### src/hw/rtl/rfdid_pkg.sv
// Package for the reader-frame to decimal card number block.
// Holds widths, character codes, item kinds, the converter state type and
// the structs that link the front part, the queue and the converter.
`default_nettype none

package rfdid_pkg;

	localparam int FRAME_BYTES = 12;
	localparam int HEX_FIRST   = 2;
	localparam int HEX_LAST    = 9;

	localparam int POS_W   = 4;
	localparam int BYTE_W  = 8;
	localparam int TMO_W   = 8;
	localparam int NUM_W   = 32;
	localparam int DIGITS  = 10;
	localparam int BCD_W   = 4 * DIGITS;
	localparam int CNT_W   = 4;
	localparam int RES_W   = NUM_W + BCD_W + CNT_W;
	localparam int OUT_W   = ((RES_W + 7) / 8) * 8;
	localparam int PAD_W   = OUT_W - RES_W;
	localparam int WORK_W  = BCD_W + NUM_W;

	localparam int DABBLE_BITS   = 4;
	localparam int DABBLE_CYCLES = NUM_W / DABBLE_BITS;
	localparam int STEP_W        = $clog2(DABBLE_CYCLES);

	localparam int QUEUE_DEPTH = 2;
	localparam int PTR_W       = $clog2(QUEUE_DEPTH);
	localparam int QCNT_W      = $clog2(QUEUE_DEPTH + 1);

	localparam logic [TMO_W-1:0] TIMEOUT_RESET = 8'd2;

	localparam logic [BYTE_W-1:0] ASCII_0      = 8'h30;
	localparam logic [BYTE_W-1:0] ASCII_9      = 8'h39;
	localparam logic [BYTE_W-1:0] ASCII_A      = 8'h41;
	localparam logic [BYTE_W-1:0] ASCII_F      = 8'h46;
	localparam logic [BYTE_W-1:0] ALPHA_OFFSET = 8'd55;

	localparam logic FUNC_BYTE = 1'b0;
	localparam logic FUNC_TICK = 1'b1;

	typedef enum logic [1:0] {
		BK_IDLE,
		BK_CONV,
		BK_HOLD
	} bk_state_t;

	typedef struct packed {
		logic             valid;
		logic [NUM_W-1:0] number;
	} push_t;

	typedef struct packed {
		logic             valid;
		logic [NUM_W-1:0] number;
	} head_t;

endpackage

`default_nettype wire

### src/hw/rtl/rfdid_front.sv
// Front part: takes bytes and ticks, assembles the frame and runs the
// inter-byte timeout. Pushes each finished card number into the queue.
// Depends on rfdid_pkg.
`default_nettype none

module rfdid_front (
	input  wire                          clk,
	input  wire                          arst_n,
	input  wire                          accept,
	input  wire                          func,
	input  wire [rfdid_pkg::BYTE_W-1:0] byte_value,
	input  wire                          cfg_we,
	input  wire [rfdid_pkg::TMO_W-1:0]  cfg_value,
	output rfdid_pkg::push_t             push
);

	function automatic logic [3:0] nibble_of(input logic [rfdid_pkg::BYTE_W-1:0] c);
		logic [rfdid_pkg::BYTE_W-1:0] d;
		begin
			d = '0;
			if (c >= rfdid_pkg::ASCII_0 && c <= rfdid_pkg::ASCII_9) begin
				d = c - rfdid_pkg::ASCII_0;
			end else if (c >= rfdid_pkg::ASCII_A && c <= rfdid_pkg::ASCII_F) begin
				d = c - rfdid_pkg::ALPHA_OFFSET;
			end
			nibble_of = d[3:0];
		end
	endfunction

	logic [rfdid_pkg::POS_W-1:0] pos_q;
	logic [rfdid_pkg::NUM_W-1:0] acc_q;
	logic [rfdid_pkg::TMO_W-1:0] tmo_q;
	logic [rfdid_pkg::TMO_W-1:0] cfg_q;

	logic                        is_byte;
	logic                        is_tick;
	logic                        in_hex;
	logic                        frame_done;
	logic                        expire;
	logic [rfdid_pkg::POS_W-1:0] pos_inc;
	logic [rfdid_pkg::NUM_W-1:0] acc_next;

	assign is_byte  = accept && (func == rfdid_pkg::FUNC_BYTE);
	assign is_tick  = accept && (func == rfdid_pkg::FUNC_TICK);
	assign in_hex   = (pos_q >= rfdid_pkg::POS_W'(rfdid_pkg::HEX_FIRST)) &&
		(pos_q <= rfdid_pkg::POS_W'(rfdid_pkg::HEX_LAST));
	assign acc_next = in_hex ? {acc_q[rfdid_pkg::NUM_W-5:0], nibble_of(byte_value)} : acc_q;
	assign pos_inc  = pos_q + 1'b1;
	assign frame_done = pos_inc == rfdid_pkg::POS_W'(rfdid_pkg::FRAME_BYTES);
	assign expire   = is_tick && (tmo_q == rfdid_pkg::TMO_W'(1));

	assign push.valid  = is_byte && frame_done;
	assign push.number = acc_next;

	always_ff @(posedge clk or negedge arst_n) begin
		if (!arst_n) begin
			cfg_q <= rfdid_pkg::TIMEOUT_RESET;
		end else if (cfg_we) begin
			cfg_q <= cfg_value;
		end
	end

	always_ff @(posedge clk or negedge arst_n) begin
		if (!arst_n) begin
			pos_q <= '0;
			acc_q <= '0;
			tmo_q <= '0;
		end else if (is_byte) begin
			tmo_q <= cfg_q;
			if (frame_done) begin
				pos_q <= '0;
				acc_q <= '0;
			end else begin
				pos_q <= pos_inc;
				acc_q <= acc_next;
			end
		end else if (is_tick && tmo_q != '0) begin
			tmo_q <= tmo_q - 1'b1;
			if (expire) begin
				pos_q <= '0;
				acc_q <= '0;
			end
		end
	end

	a_pos_in_frame: assert property (@(posedge clk) disable iff (!arst_n)
		pos_q < rfdid_pkg::POS_W'(rfdid_pkg::FRAME_BYTES))
		else $error("Frame position ran past the frame length.");

endmodule

`default_nettype wire

### src/hw/rtl/rfdid_queue.sv
// Short queue of finished card numbers between the front part and the
// converter. Depends on rfdid_pkg.
`default_nettype none

module rfdid_queue (
	input  wire                   clk,
	input  wire                   arst_n,
	input  wire rfdid_pkg::push_t push,
	input  wire                   pop,
	output rfdid_pkg::head_t      head,
	output logic                  full
);

	logic [rfdid_pkg::NUM_W-1:0]  mem_q [rfdid_pkg::QUEUE_DEPTH];
	logic [rfdid_pkg::PTR_W-1:0]  wr_q;
	logic [rfdid_pkg::PTR_W-1:0]  rd_q;
	logic [rfdid_pkg::QCNT_W-1:0] cnt_q;
	logic                         do_push;
	logic                         do_pop;

	assign full        = cnt_q == rfdid_pkg::QCNT_W'(rfdid_pkg::QUEUE_DEPTH);
	assign head.valid  = cnt_q != '0;
	assign head.number = mem_q[rd_q];
	assign do_push     = push.valid && !full;
	assign do_pop      = pop && head.valid;

	always_ff @(posedge clk) begin
		if (do_push) begin
			mem_q[wr_q] <= push.number;
		end
	end

	always_ff @(posedge clk or negedge arst_n) begin
		if (!arst_n) begin
			wr_q  <= '0;
			rd_q  <= '0;
			cnt_q <= '0;
		end else begin
			if (do_push) begin
				wr_q <= wr_q + 1'b1;
			end
			if (do_pop) begin
				rd_q <= rd_q + 1'b1;
			end
			if (do_push && !do_pop) begin
				cnt_q <= cnt_q + 1'b1;
			end else if (do_pop && !do_push) begin
				cnt_q <= cnt_q - 1'b1;
			end
		end
	end

	a_no_push_full: assert property (@(posedge clk) disable iff (!arst_n)
		push.valid |-> !full)
		else $error("Word pushed into a full queue.");

	a_no_pop_empty: assert property (@(posedge clk) disable iff (!arst_n)
		pop |-> head.valid)
		else $error("Word popped from an empty queue.");

endmodule

`default_nettype wire

### src/hw/rtl/rfdid_back.sv
// Converter: takes card numbers from the queue, turns them into ten BCD
// digits with a shift-and-add-3 loop, four bits per cycle, and counts the
// significant digits. Holds the result in the output register. Depends on rfdid_pkg.
`default_nettype none

module rfdid_back (
	input  wire                           clk,
	input  wire                           arst_n,
	input  wire rfdid_pkg::head_t         head,
	output logic                          pop,
	output logic                          m_tvalid,
	input  wire                           m_tready,
	output logic [rfdid_pkg::OUT_W-1:0]   m_tdata
);

	function automatic logic [rfdid_pkg::WORK_W-1:0] dabble_bit(
			input logic [rfdid_pkg::WORK_W-1:0] v);
		logic [rfdid_pkg::WORK_W-1:0] t;
		begin
			t = v;
			for (int d = 0; d < rfdid_pkg::DIGITS; d++) begin
				if (t[rfdid_pkg::NUM_W + 4*d +: 4] >= 4'd5) begin
					t[rfdid_pkg::NUM_W + 4*d +: 4] = t[rfdid_pkg::NUM_W + 4*d +: 4] + 4'd3;
				end
			end
			dabble_bit = {t[rfdid_pkg::WORK_W-2:0], 1'b0};
		end
	endfunction

	rfdid_pkg::bk_state_t state_q;
	rfdid_pkg::bk_state_t state_d;

	logic [rfdid_pkg::WORK_W-1:0]   work_q;
	logic [rfdid_pkg::WORK_W-1:0]   work_next;
	logic [rfdid_pkg::NUM_W-1:0]    num_q;
	logic [rfdid_pkg::STEP_W-1:0]   step_q;
	logic                           last_step;
	logic                           load_out;
	logic                           out_free;
	logic [rfdid_pkg::CNT_W-1:0]    count;

	logic                           out_valid_q;
	logic [rfdid_pkg::NUM_W-1:0]    out_num_q;
	logic [rfdid_pkg::BCD_W-1:0]    out_bcd_q;
	logic [rfdid_pkg::CNT_W-1:0]    out_cnt_q;

	assign last_step = step_q == rfdid_pkg::STEP_W'(rfdid_pkg::DABBLE_CYCLES - 1);
	assign out_free  = !out_valid_q || m_tready;

	always_comb begin
		work_next = work_q;
		for (int s = 0; s < rfdid_pkg::DABBLE_BITS; s++) begin
			work_next = dabble_bit(work_next);
		end
	end

	always_comb begin
		count = '0;
		for (int d = 0; d < rfdid_pkg::DIGITS; d++) begin
			if (work_q[rfdid_pkg::NUM_W + 4*d +: 4] != 4'd0) begin
				count = rfdid_pkg::CNT_W'(d + 1);
			end
		end
	end

	always_comb begin
		state_d = state_q;
		unique case (state_q)
			rfdid_pkg::BK_IDLE: begin
				if (head.valid) begin
					state_d = rfdid_pkg::BK_CONV;
				end
			end
			rfdid_pkg::BK_CONV: begin
				if (last_step) begin
					state_d = rfdid_pkg::BK_HOLD;
				end
			end
			rfdid_pkg::BK_HOLD: begin
				if (out_free) begin
					state_d = rfdid_pkg::BK_IDLE;
				end
			end
			default: begin
				state_d = rfdid_pkg::BK_IDLE;
			end
		endcase
	end

	always_comb begin
		pop      = 1'b0;
		load_out = 1'b0;
		unique case (state_q)
			rfdid_pkg::BK_IDLE: pop      = head.valid;
			rfdid_pkg::BK_HOLD: load_out = out_free;
			default: begin
				pop      = 1'b0;
				load_out = 1'b0;
			end
		endcase
	end

	always_ff @(posedge clk or negedge arst_n) begin
		if (!arst_n) begin
			state_q <= rfdid_pkg::BK_IDLE;
			step_q  <= '0;
		end else begin
			state_q <= state_d;
			if (pop) begin
				step_q <= '0;
			end else if (state_q == rfdid_pkg::BK_CONV) begin
				step_q <= step_q + 1'b1;
			end
		end
	end

	always_ff @(posedge clk) begin
		if (pop) begin
			work_q <= {{rfdid_pkg::BCD_W{1'b0}}, head.number};
			num_q  <= head.number;
		end else if (state_q == rfdid_pkg::BK_CONV) begin
			work_q <= work_next;
		end
	end

	always_ff @(posedge clk or negedge arst_n) begin
		if (!arst_n) begin
			out_valid_q <= 1'b0;
		end else if (load_out) begin
			out_valid_q <= 1'b1;
		end else if (m_tready) begin
			out_valid_q <= 1'b0;
		end
	end

	always_ff @(posedge clk) begin
		if (load_out) begin
			out_num_q <= num_q;
			out_bcd_q <= work_q[rfdid_pkg::WORK_W-1:rfdid_pkg::NUM_W];
			out_cnt_q <= count;
		end
	end

	assign m_tvalid = out_valid_q;
	assign m_tdata  = {{rfdid_pkg::PAD_W{1'b0}}, out_cnt_q, out_bcd_q, out_num_q};

	a_step_advances: assert property (@(posedge clk) disable iff (!arst_n)
		(state_q == rfdid_pkg::BK_CONV && !last_step) |=>
		(state_q == rfdid_pkg::BK_CONV && step_q == $past(step_q) + 1'b1))
		else $error("Converter step count did not advance.");

	a_count_zero: assert property (@(posedge clk) disable iff (!arst_n)
		out_valid_q |-> ((out_cnt_q == '0) == (out_num_q == '0)))
		else $error("Digit count disagrees with a zero card number.");

endmodule

`default_nettype wire

### src/hw/rtl/rfid_frame_to_decimal_id.sv
// The last frame byte pushes its card number into a two-entry queue; the converter pops it, runs
// its shift-and-add-3 steps of four bits each and loads the output register once that is free.
// Throughput: one input word per cycle; the converter takes a new card number only after the last is loaded out.
// Input is refused only while that queue is full.
// Reset: arst_n clears the frame, stops the timer, sets the timeout register to 2 and empties
// the queue and the output register; there is no clearing pass.
`default_nettype none

module rfid_frame_to_decimal_id (
	input  wire                          clk,
	input  wire                          arst_n,
	input  wire                          s_tvalid,
	output logic                         s_tready,
	input  wire [rfdid_pkg::BYTE_W-1:0] s_tdata,   // [7:0] byte_value
	input  wire                          s_tuser,   // [0] func: 0 byte, 1 tick
	output logic                         m_tvalid,
	input  wire                          m_tready,
	output logic [rfdid_pkg::OUT_W-1:0]  m_tdata,   // [31:0] card_number, [71:32] decimal_digits, [75:72] digit_count, [79:76] zero
	input  wire                          cfg_valid,
	output logic                         cfg_ready,
	input  wire [rfdid_pkg::TMO_W-1:0]  cfg_data   // [7:0] inter_byte_timeout
);

	rfdid_pkg::push_t push;
	rfdid_pkg::head_t head;
	logic             full;
	logic             pop;

	assign s_tready  = !full;
	assign cfg_ready = 1'b1;

	rfdid_front u_front (
		.clk        (clk),
		.arst_n     (arst_n),
		.accept     (s_tvalid && s_tready),
		.func       (s_tuser),
		.byte_value (s_tdata),
		.cfg_we     (cfg_valid && cfg_ready),
		.cfg_value  (cfg_data),
		.push       (push)
	);

	rfdid_queue u_queue (
		.clk    (clk),
		.arst_n (arst_n),
		.push   (push),
		.pop    (pop),
		.head   (head),
		.full   (full)
	);

	rfdid_back u_back (
		.clk      (clk),
		.arst_n   (arst_n),
		.head     (head),
		.pop      (pop),
		.m_tvalid (m_tvalid),
		.m_tready (m_tready),
		.m_tdata  (m_tdata)
	);

endmodule

`default_nettype wire
### config.mk
export PLATFORM = sky130hd
export DESIGN_NAME = rfid_frame_to_decimal_id
export DESIGN_NICKNAME = d
export VERILOG_FILES = /design/src/hw/rtl/rfdid_pkg.sv /design/src/hw/rtl/rfdid_front.sv /design/src/hw/rtl/rfdid_queue.sv /design/src/hw/rtl/rfdid_back.sv /design/src/hw/rtl/rfid_frame_to_decimal_id.sv
export SDC_FILE = /design/constraint.sdc
export NUM_CORES = 1
export LEC_CHECK = 0
export BUFFER_PORTS_ARGS = -buffer_cell sky130_fd_sc_hd__buf_2
export CAP_MARGIN = 30
export CELL_PAD_IN_SITES_DETAIL_PLACEMENT = 1
export CELL_PAD_IN_SITES_GLOBAL_PLACEMENT = 2
export CORE_MARGIN = 2
export CORE_UTILIZATION = 40
export DETAILED_ROUTE_END_ITERATION = 8
export PLACE_DENSITY_LB_ADDON = 0.1
export RECOVER_POWER = 100
export SLEW_MARGIN = 0
export SYNTH_ARGS = -nofsm -noshare
export SYNTH_HDL_FRONTEND = slang
export SYNTH_SLANG_ARGS = --single-unit
### constraint.sdc
create_clock -name clk -period 5.1 [get_ports clk]
set_clock_uncertainty 0.05 [all_clocks]
set_input_delay 0.51 -clock clk [delete_from_list [all_inputs] [get_ports clk]]
set_output_delay 0.51 -clock clk [all_outputs]
set_load 0.02 [all_outputs]
==> results of run 1 <==
[per-stage QoR]
step	setup slack (ns)	utilization (%)
after floorplan	0.516	-
after global placement	1.29	43.1
after detailed placement	1.13	43.2
after CTS	1.07	46.2
after global routing	0.415	45.6
final	0.854	45.6
[worst max-delay path: cells and delay by family (launching register included)]
family,cells,cell delay [ns]
buffers and inverters,5,2.96
AOI/OAI and AO/OA,1,0.13
DFF,1,0.45
and+or+nand+nor,1,0.17
[flip-flops by register name, indices dropped and copies added, names as in the netlist]
name	cells
u_back.out_num_q	32
u_back.step_q	3
u_queue.cnt_q	2
u_back.state_q	2
u_front.pos_q	4
u_front.tmo_q	8
u_back.work_q	72
u_back.m_tvalid	1
u_queue.wr_q	1
u_back.num_q	32
u_queue.rd_q	1
u_back.out_cnt_q	4
u_front.cfg_q	8
u_back.out_bcd_q	40
u_queue.mem_q	64
u_front.acc_q	32
[cell usage in the layout, fill, tap and decap left out, types with 14 or more instances in the layout]
cell / instances
nor2_1: 89
a22o_1: 29
a211oi_1: 27
o21ai_0: 89
ha_1: 61
mux2_2: 24
mux2i_1: 25
dfxtp_1: 40
nor3_1: 32
buf_2: 20
edfxtp_1: 204
clkbuf_1: 100
and3_1: 14
a21oi_1: 68
nand2_1: 281
dfrtp_1: 61
clkbuf_16: 38
inv_1: 60
nand2b_1: 24
o211ai_1: 15
nand3_1: 27
mux2_1: 28
[final cells by class]
cell class	instances	area share (%)
Sequential cell	306	45.5
Multi-Input combinational cell	1148	40.1
Clock buffer	51	5.48
Tap cell	532	3.57
Timing Repair Buffer	119	2.72
Inverter	66	1.36
Clock inverter	16	1.24
[metal layers]
layer	vias to the layer above	share of wire [%]	global-route usage, %
met4	0	2.2	5.15
li1	5982	-	-
met5	-	0	0
met2	128	51	36.1
met3	61	2.8	3.09
met1	6100	44	24.5
[repair_timing]
action | CTS | global route
hold endpoints to repair | 0 | 1
gates resized for setup | 0 | 0
buffers inserted | 0 | 0
hold buffers | 0 | 1
[path summary, 6_finish.rpt]
path | startpoint | end | slack, ns | depth (start not counted)
max reg2reg | u_queue.cnt_q[0] | u_back.work_q[10] | 0.85 | 7
max in group asynchronous | arst_n | u_back.step_q[2] | 1.08 | 4
min reg2reg | u_back.num_q[0] | u_back.out_num_q[0] | 0.37 | 0
min in group asynchronous | arst_n | u_front.cfg_q[1] | 0.49 | 3
max | u_queue.cnt_q[0] | u_back.work_q[10] | 0.85 | 7
min | cfg_data[2] | u_front.cfg_q[2] | 0.15 | 2
[cells by family (layout without fill, tap and decap cells)]
group                    count (synthesis)  in the layout  synth area share, %
AND/OR/NAND/NOR                        556            556                 15.2
AO/OA/AOI/OAI                          425            425                 18.9
flip-flops                             306            306                 51.2
buffers and inverters                  135            252                 3.36
multiplexers                            82             82                 5.58
adder cells (fa/ha/maj)                 61             61                 4.61
XOR/XNOR                                19             19                 1.05
other                                    2              5               0.0454
==> results.tsv, run 1 <==
stage	metric	value	unit
yosys	cells after synthesis	1586	
floorplan	Die Width	207	um
yosys	unique cell type count in the Yosys netlist	98	
worst_setup_path	Critical Path AT	4.28	ns
floorplan	DIE AREA	43000	um2
floorplan	Initial Util	40.5	%
worst_setup_path	crit-path max cell delay	1.71	ns
layout	Layout Nets	1761	
layout	fin area	18600	um2
clock_tree	clock-pin slew on the worst setup and hold paths	0.06	ns
detailed_routing	Routed Antenna Nets	0	
grt	largest net degree at the start of global routing	69	
yosys	synth warn	0	
worst_setup_path	crit path cell chain	o21ai_4, clkbuf_1, inv_2, nor2_1, buf_4, inv_2, clkbuf_2	
yosys	largest area contributor in the netlist	edfxtp_1	
yosys	sequential fraction of the synthesis area	51.2	%
yosys	commonest cells in the netlist	nand2_1, edfxtp_1, nor2_1, o21ai_0, a21oi_1	
yosys	Synth Register Bits	306	
run_status	run status	finished, violations left	
layout	area of the multi-input gates	7470	um2
sta	fin crit period	4.25	ns
grt	vias in the first global route	12800	
yosys	Synth top area share	37.0	%
layout	Storage cell area	8480	um2
floorplan	Core Area	40800	um2
worst_setup_path	Critical Path RT	5.14	ns
run	Max-Cap Viols	8	
yosys	ranking of synthesized cells by area	edfxtp_1, dfrtp_1, nand2_1	
sta	period utilization	83.3	%
worst_setup_path	crit start category	flip-flop	
detailed_routing	drt pass-1 iters	4	
sta	worst-margin pin slew	3.34	ns
yosys	Primary FF master, synth	edfxtp_1	
min_path	Tightest Hold Check Type	in -> reg	
sta	final setup fails	0	
clock_tree	Clk Latency, worst-skew pair	0.56	ns
detailed_routing	total number of vias	12300	
clock_tree	CTS Buf Count	37	
layout	share of layout cells above drive strength 1	9.85	%
layout	Area Growth Syn to Fin	12.5	%
yosys	EDFF count, synth	204	
detailed_routing	drt via density	5.48	
clock_tree	CTS sink cnt	306	
detailed_routing	WL/cell	19.1	um
yosys	Mapped Area	16600	um2
sta	worst-case hold slack	0.146	ns
clock_tree	CTS tree	built	
placed_design	IO buf count	99	
sta	fmax	235	MHz
clock_tree	H-tree depth	2	
worst_setup_path	CP max FO	40	
placed_design	placed cell count	2169	
floorplan	Site Rows	74	
yosys	Async SR Flop Fraction	20.3	%
detailed_routing	final wirelength	42700	um
floorplan	Die H	207	um
sta	final hold vios	0	
layout	fillers	4533	
yosys	most frequent cell after synthesis	nand2_1	
clock_tree	Root Buffer	clkbuf_16	
worst_setup_path	Crit-path slowest cell	clkbuf_1	
yosys	Syn Area/Cell	10.4	um2
grt	grt total ovfl	0	
placed_design	Post-DP HPWL	29600	um
grt	total track usage	19.9	%
worst_setup_path	Setup Crit Path Kind	reg -> reg	
grt	global-route wire length before repair	68900	um
run_status	failing checks	capacitance limit, slew limit	
detailed_routing	DRT iter0 DRCs	426	
clock_tree	maximum clock path buffer count	3	
sta	fin. max-slew vios	328	
placed_design	placed inst area	17600	um2
sta	RSZ-0062 raised after global routing	false	
grt	initial antenna violation count	0	
layout	# diodes	0	
sta	max_slew headroom	-122	%
detailed_routing	DR DRC count	0	
worst_setup_path	most used cell, CP	inv_2	
sta	total negative setup slack	0	ns
worst_setup_path	CP endpoint kind	flip-flop	
layout	fin cells	2238	
floorplan	I/O pin count	105	
placed_design	GPL Wtd Cong	0.814	
Power of run 1 is not shown: default switching activity piles up to over one toggle a cycle in this logic, so the estimate is an artifact.
==> run 2: changes to the inputs <==
Settings changed: CORE_UTILIZATION 40 to 37.
Clock period 5.1 ns to 3.5 ns, I/O delays scaled along.
==> run 2 against run 1 <==
The run now ends clean; global-route usage decreased by 0.21 points; critical path depth increased by 8; sequential share of layout area decreased by 5.0 points; highest routed layer unchanged; die area increased by 7.9%; largest cell class unchanged; hold slack got worse by 0.030 ns; cell area increased by 13%.
==> results.tsv, run 2 (synthesis results as in run 1) <==
stage	metric	value	unit	change
layout	Area Growth Syn to Fin	26.7	%	
clock_tree	Clk Latency, worst-skew pair	0.55	ns	about the same
grt	largest net degree at the start of global routing	69		unchanged
worst_setup_path	crit start category	flip-flop		
floorplan	Die Width	216	um	+3.9%
placed_design	placed cell count	2347		+8.2%
worst_setup_path	Setup Crit Path Kind	reg -> reg		
layout	# diodes	0		unchanged
layout	Largest Register	u_back.work_q		
detailed_routing	WL/cell	19.0	um	-0.51%
detailed_routing	final wirelength	46600	um	+9.1%
layout	most frequent cells in the layout	nand2_1, edfxtp_1, buf_4		
grt	global-route wire length before repair	73000	um	+5.8%
detailed_routing	DRT iter0 DRCs	779		+83%
run_status	run status	finished clean		
clock_tree	H-tree depth	2		unchanged
floorplan	Site Rows	77		+4.1%
worst_setup_path	reg-to-reg slack, setup	0.07	ns	-0.78 ns
grt	initial antenna violation count	0		unchanged
grt	total track usage	19.7	%	-0.21 points
min_path	Tightest Hold Check Type	in -> reg		
clock_tree	clock-pin slew on the worst setup and hold paths	0.05	ns	about the same
run	Max-Cap Viols	0		-8
layout	fin cells	2454		+9.7%
sta	final hold vios	0		unchanged
worst_setup_path	CP endpoint kind	flip-flop		
floorplan	I/O pin count	105		unchanged
clock_tree	CTS tree	built		
sta	worst-case hold slack	0.116	ns	-0.0298 ns
layout	share of layout cells above drive strength 1	32.4	%	+23 points
placed_design	Post-DP HPWL	32000	um	+7.9%
sta	fin. max-slew vios	0		-100%
floorplan	Die H	216	um	+3.9%
layout	fin util	47.4	%	+1.8 points
layout	max reg flops	72		unchanged
grt	grt total ovfl	0		unchanged
sta	final setup fails	0		unchanged
worst_setup_path	CP max FO	3		-93%
worst_setup_path	Critical Path AT	3.77	ns	-0.51 ns
layout	fillers	4804		+6.0%
placed_design	GPL Wtd Cong	0.790		-3.0%
sta	total negative setup slack	0	ns	unchanged
layout	area of the multi-input gates	8320	um2	+11%
sta	max_slew headroom	39.6	%	+160 points
worst_setup_path	Critical Path RT	3.85	ns	-1.29 ns
sta	RSZ-0062 raised after global routing	true		
sta	fmax	292	MHz	+24%
clock_tree	Root Buffer	clkbuf_16		
sta	fin crit period	3.43	ns	-0.821 ns
detailed_routing	DR DRC count	0		unchanged
placed_design	IO buf count	99		unchanged
floorplan	Core Area	44200	um2	+8.3%
floorplan	Initial Util	37.4	%	-3.1 points
layout	Largest regs	u_back.work_q: 72 flops, u_queue.mem_q: 64 flops, u_back.out_bcd_q: 40 flops		
detailed_routing	drt via density	5.25		-4.2%
layout	Storage cell area	8510	um2	+0.32%
clock_tree	maximum clock path buffer count	3		unchanged
grt	vias in the first global route	13400		+4.8%
detailed_routing	total number of vias	12900		+5.1%
detailed_routing	Routed Antenna Nets	0		unchanged
layout	most common cell after layout, fill and taps aside	nand2_1		
sta	period utilization	97.9	%	+15 points
clock_tree	CTS sink cnt	306		unchanged
clock_tree	CTS Buf Count	37		unchanged
detailed_routing	drt pass-1 iters	4		unchanged
layout	Layout Nets	1917		+8.9%
sta	worst-margin pin slew	0.898	ns	-2.44 ns
floorplan	DIE AREA	46400	um2	+7.9%
## run 2: per-stage QoR
step | setup slack, ns | instance area (um2)
floorplan | 0.00137 | 16600
global placement | -0.141 | 18600
detailed placement | -0.174 | 18600
CTS | -0.0161 | 20100
global route | -0.0966 | 21000
finish | 0.0748 | 21000
## run 2: area by class of cell
| class | instances | share of cell area, % |
|---|---|---|
| Sequential cell | 306 | 40.6 |
| Multi-Input combinational cell | 1148 | 39.7 |
| Timing Repair Buffer | 275 | 9.03 |
| Clock buffer | 43 | 4.67 |
| Tap cell | 592 | 3.53 |
| Clock inverter | 24 | 1.33 |
| Inverter | 66 | 1.23 |
## run 2: path summary, 6_finish.rpt
| check | startpoint | endpoint | cells past startpoint |
|---|---|---|---|
| hold / removal | m_tready | u_back.m_tvalid | 3 |
| max in group asynchronous | arst_n | u_front.acc_q[26] | 3 |
| hold reg to reg | u_back.num_q[17] | u_back.out_num_q[17] | 0 |
| min in group asynchronous | arst_n | u_front.acc_q[8] | 2 |
| setup / recovery | u_back.work_q[64] | u_back.work_q[69] | 15 |
| setup reg to reg | u_back.work_q[64] | u_back.work_q[69] | 15 |
## run 2: critical path, cell delays in order (launching register included)
cell       delay [ns]
dfxtp_4          0.37
inv_2            0.06
ha_4             0.17
and2b_2          0.23
a2bb2oi_4        0.18
a221o_1          0.43
and3_4           0.21
or2_4            0.25
clkinv_4         0.06
ha_4             0.20
o211a_1          0.20
o22ai_1          0.10
a21bo_2          0.27
a221oi_4         0.25
xnor2_1          0.17
o22ai_1          0.10
## run 2: repair_timing
action                     in CTS  in global routing
hold endpoints to repair       31                  0
hold buffers                    9                  0
pin swaps                      15                 65
gates resized for setup        29                168
setup endpoints to repair      12                 35
buffers inserted                5                 26
## run 2: routing by layer
| layer | wire length [um] | vias to the layer above | GRT usage [%] |
|---|---|---|---|
| met1 | 20000 | 6377 | 24.0 |
| met3 | 1160 | 63 | 2.99 |
| li1 | - | 6313 | - |
| met4 | 1070 | 0 | 5.77 |
| met2 | 24400 | 138 | 35.9 |
| met5 | 0 | - | 0 |
Power of run 2 is left out for the same reason.
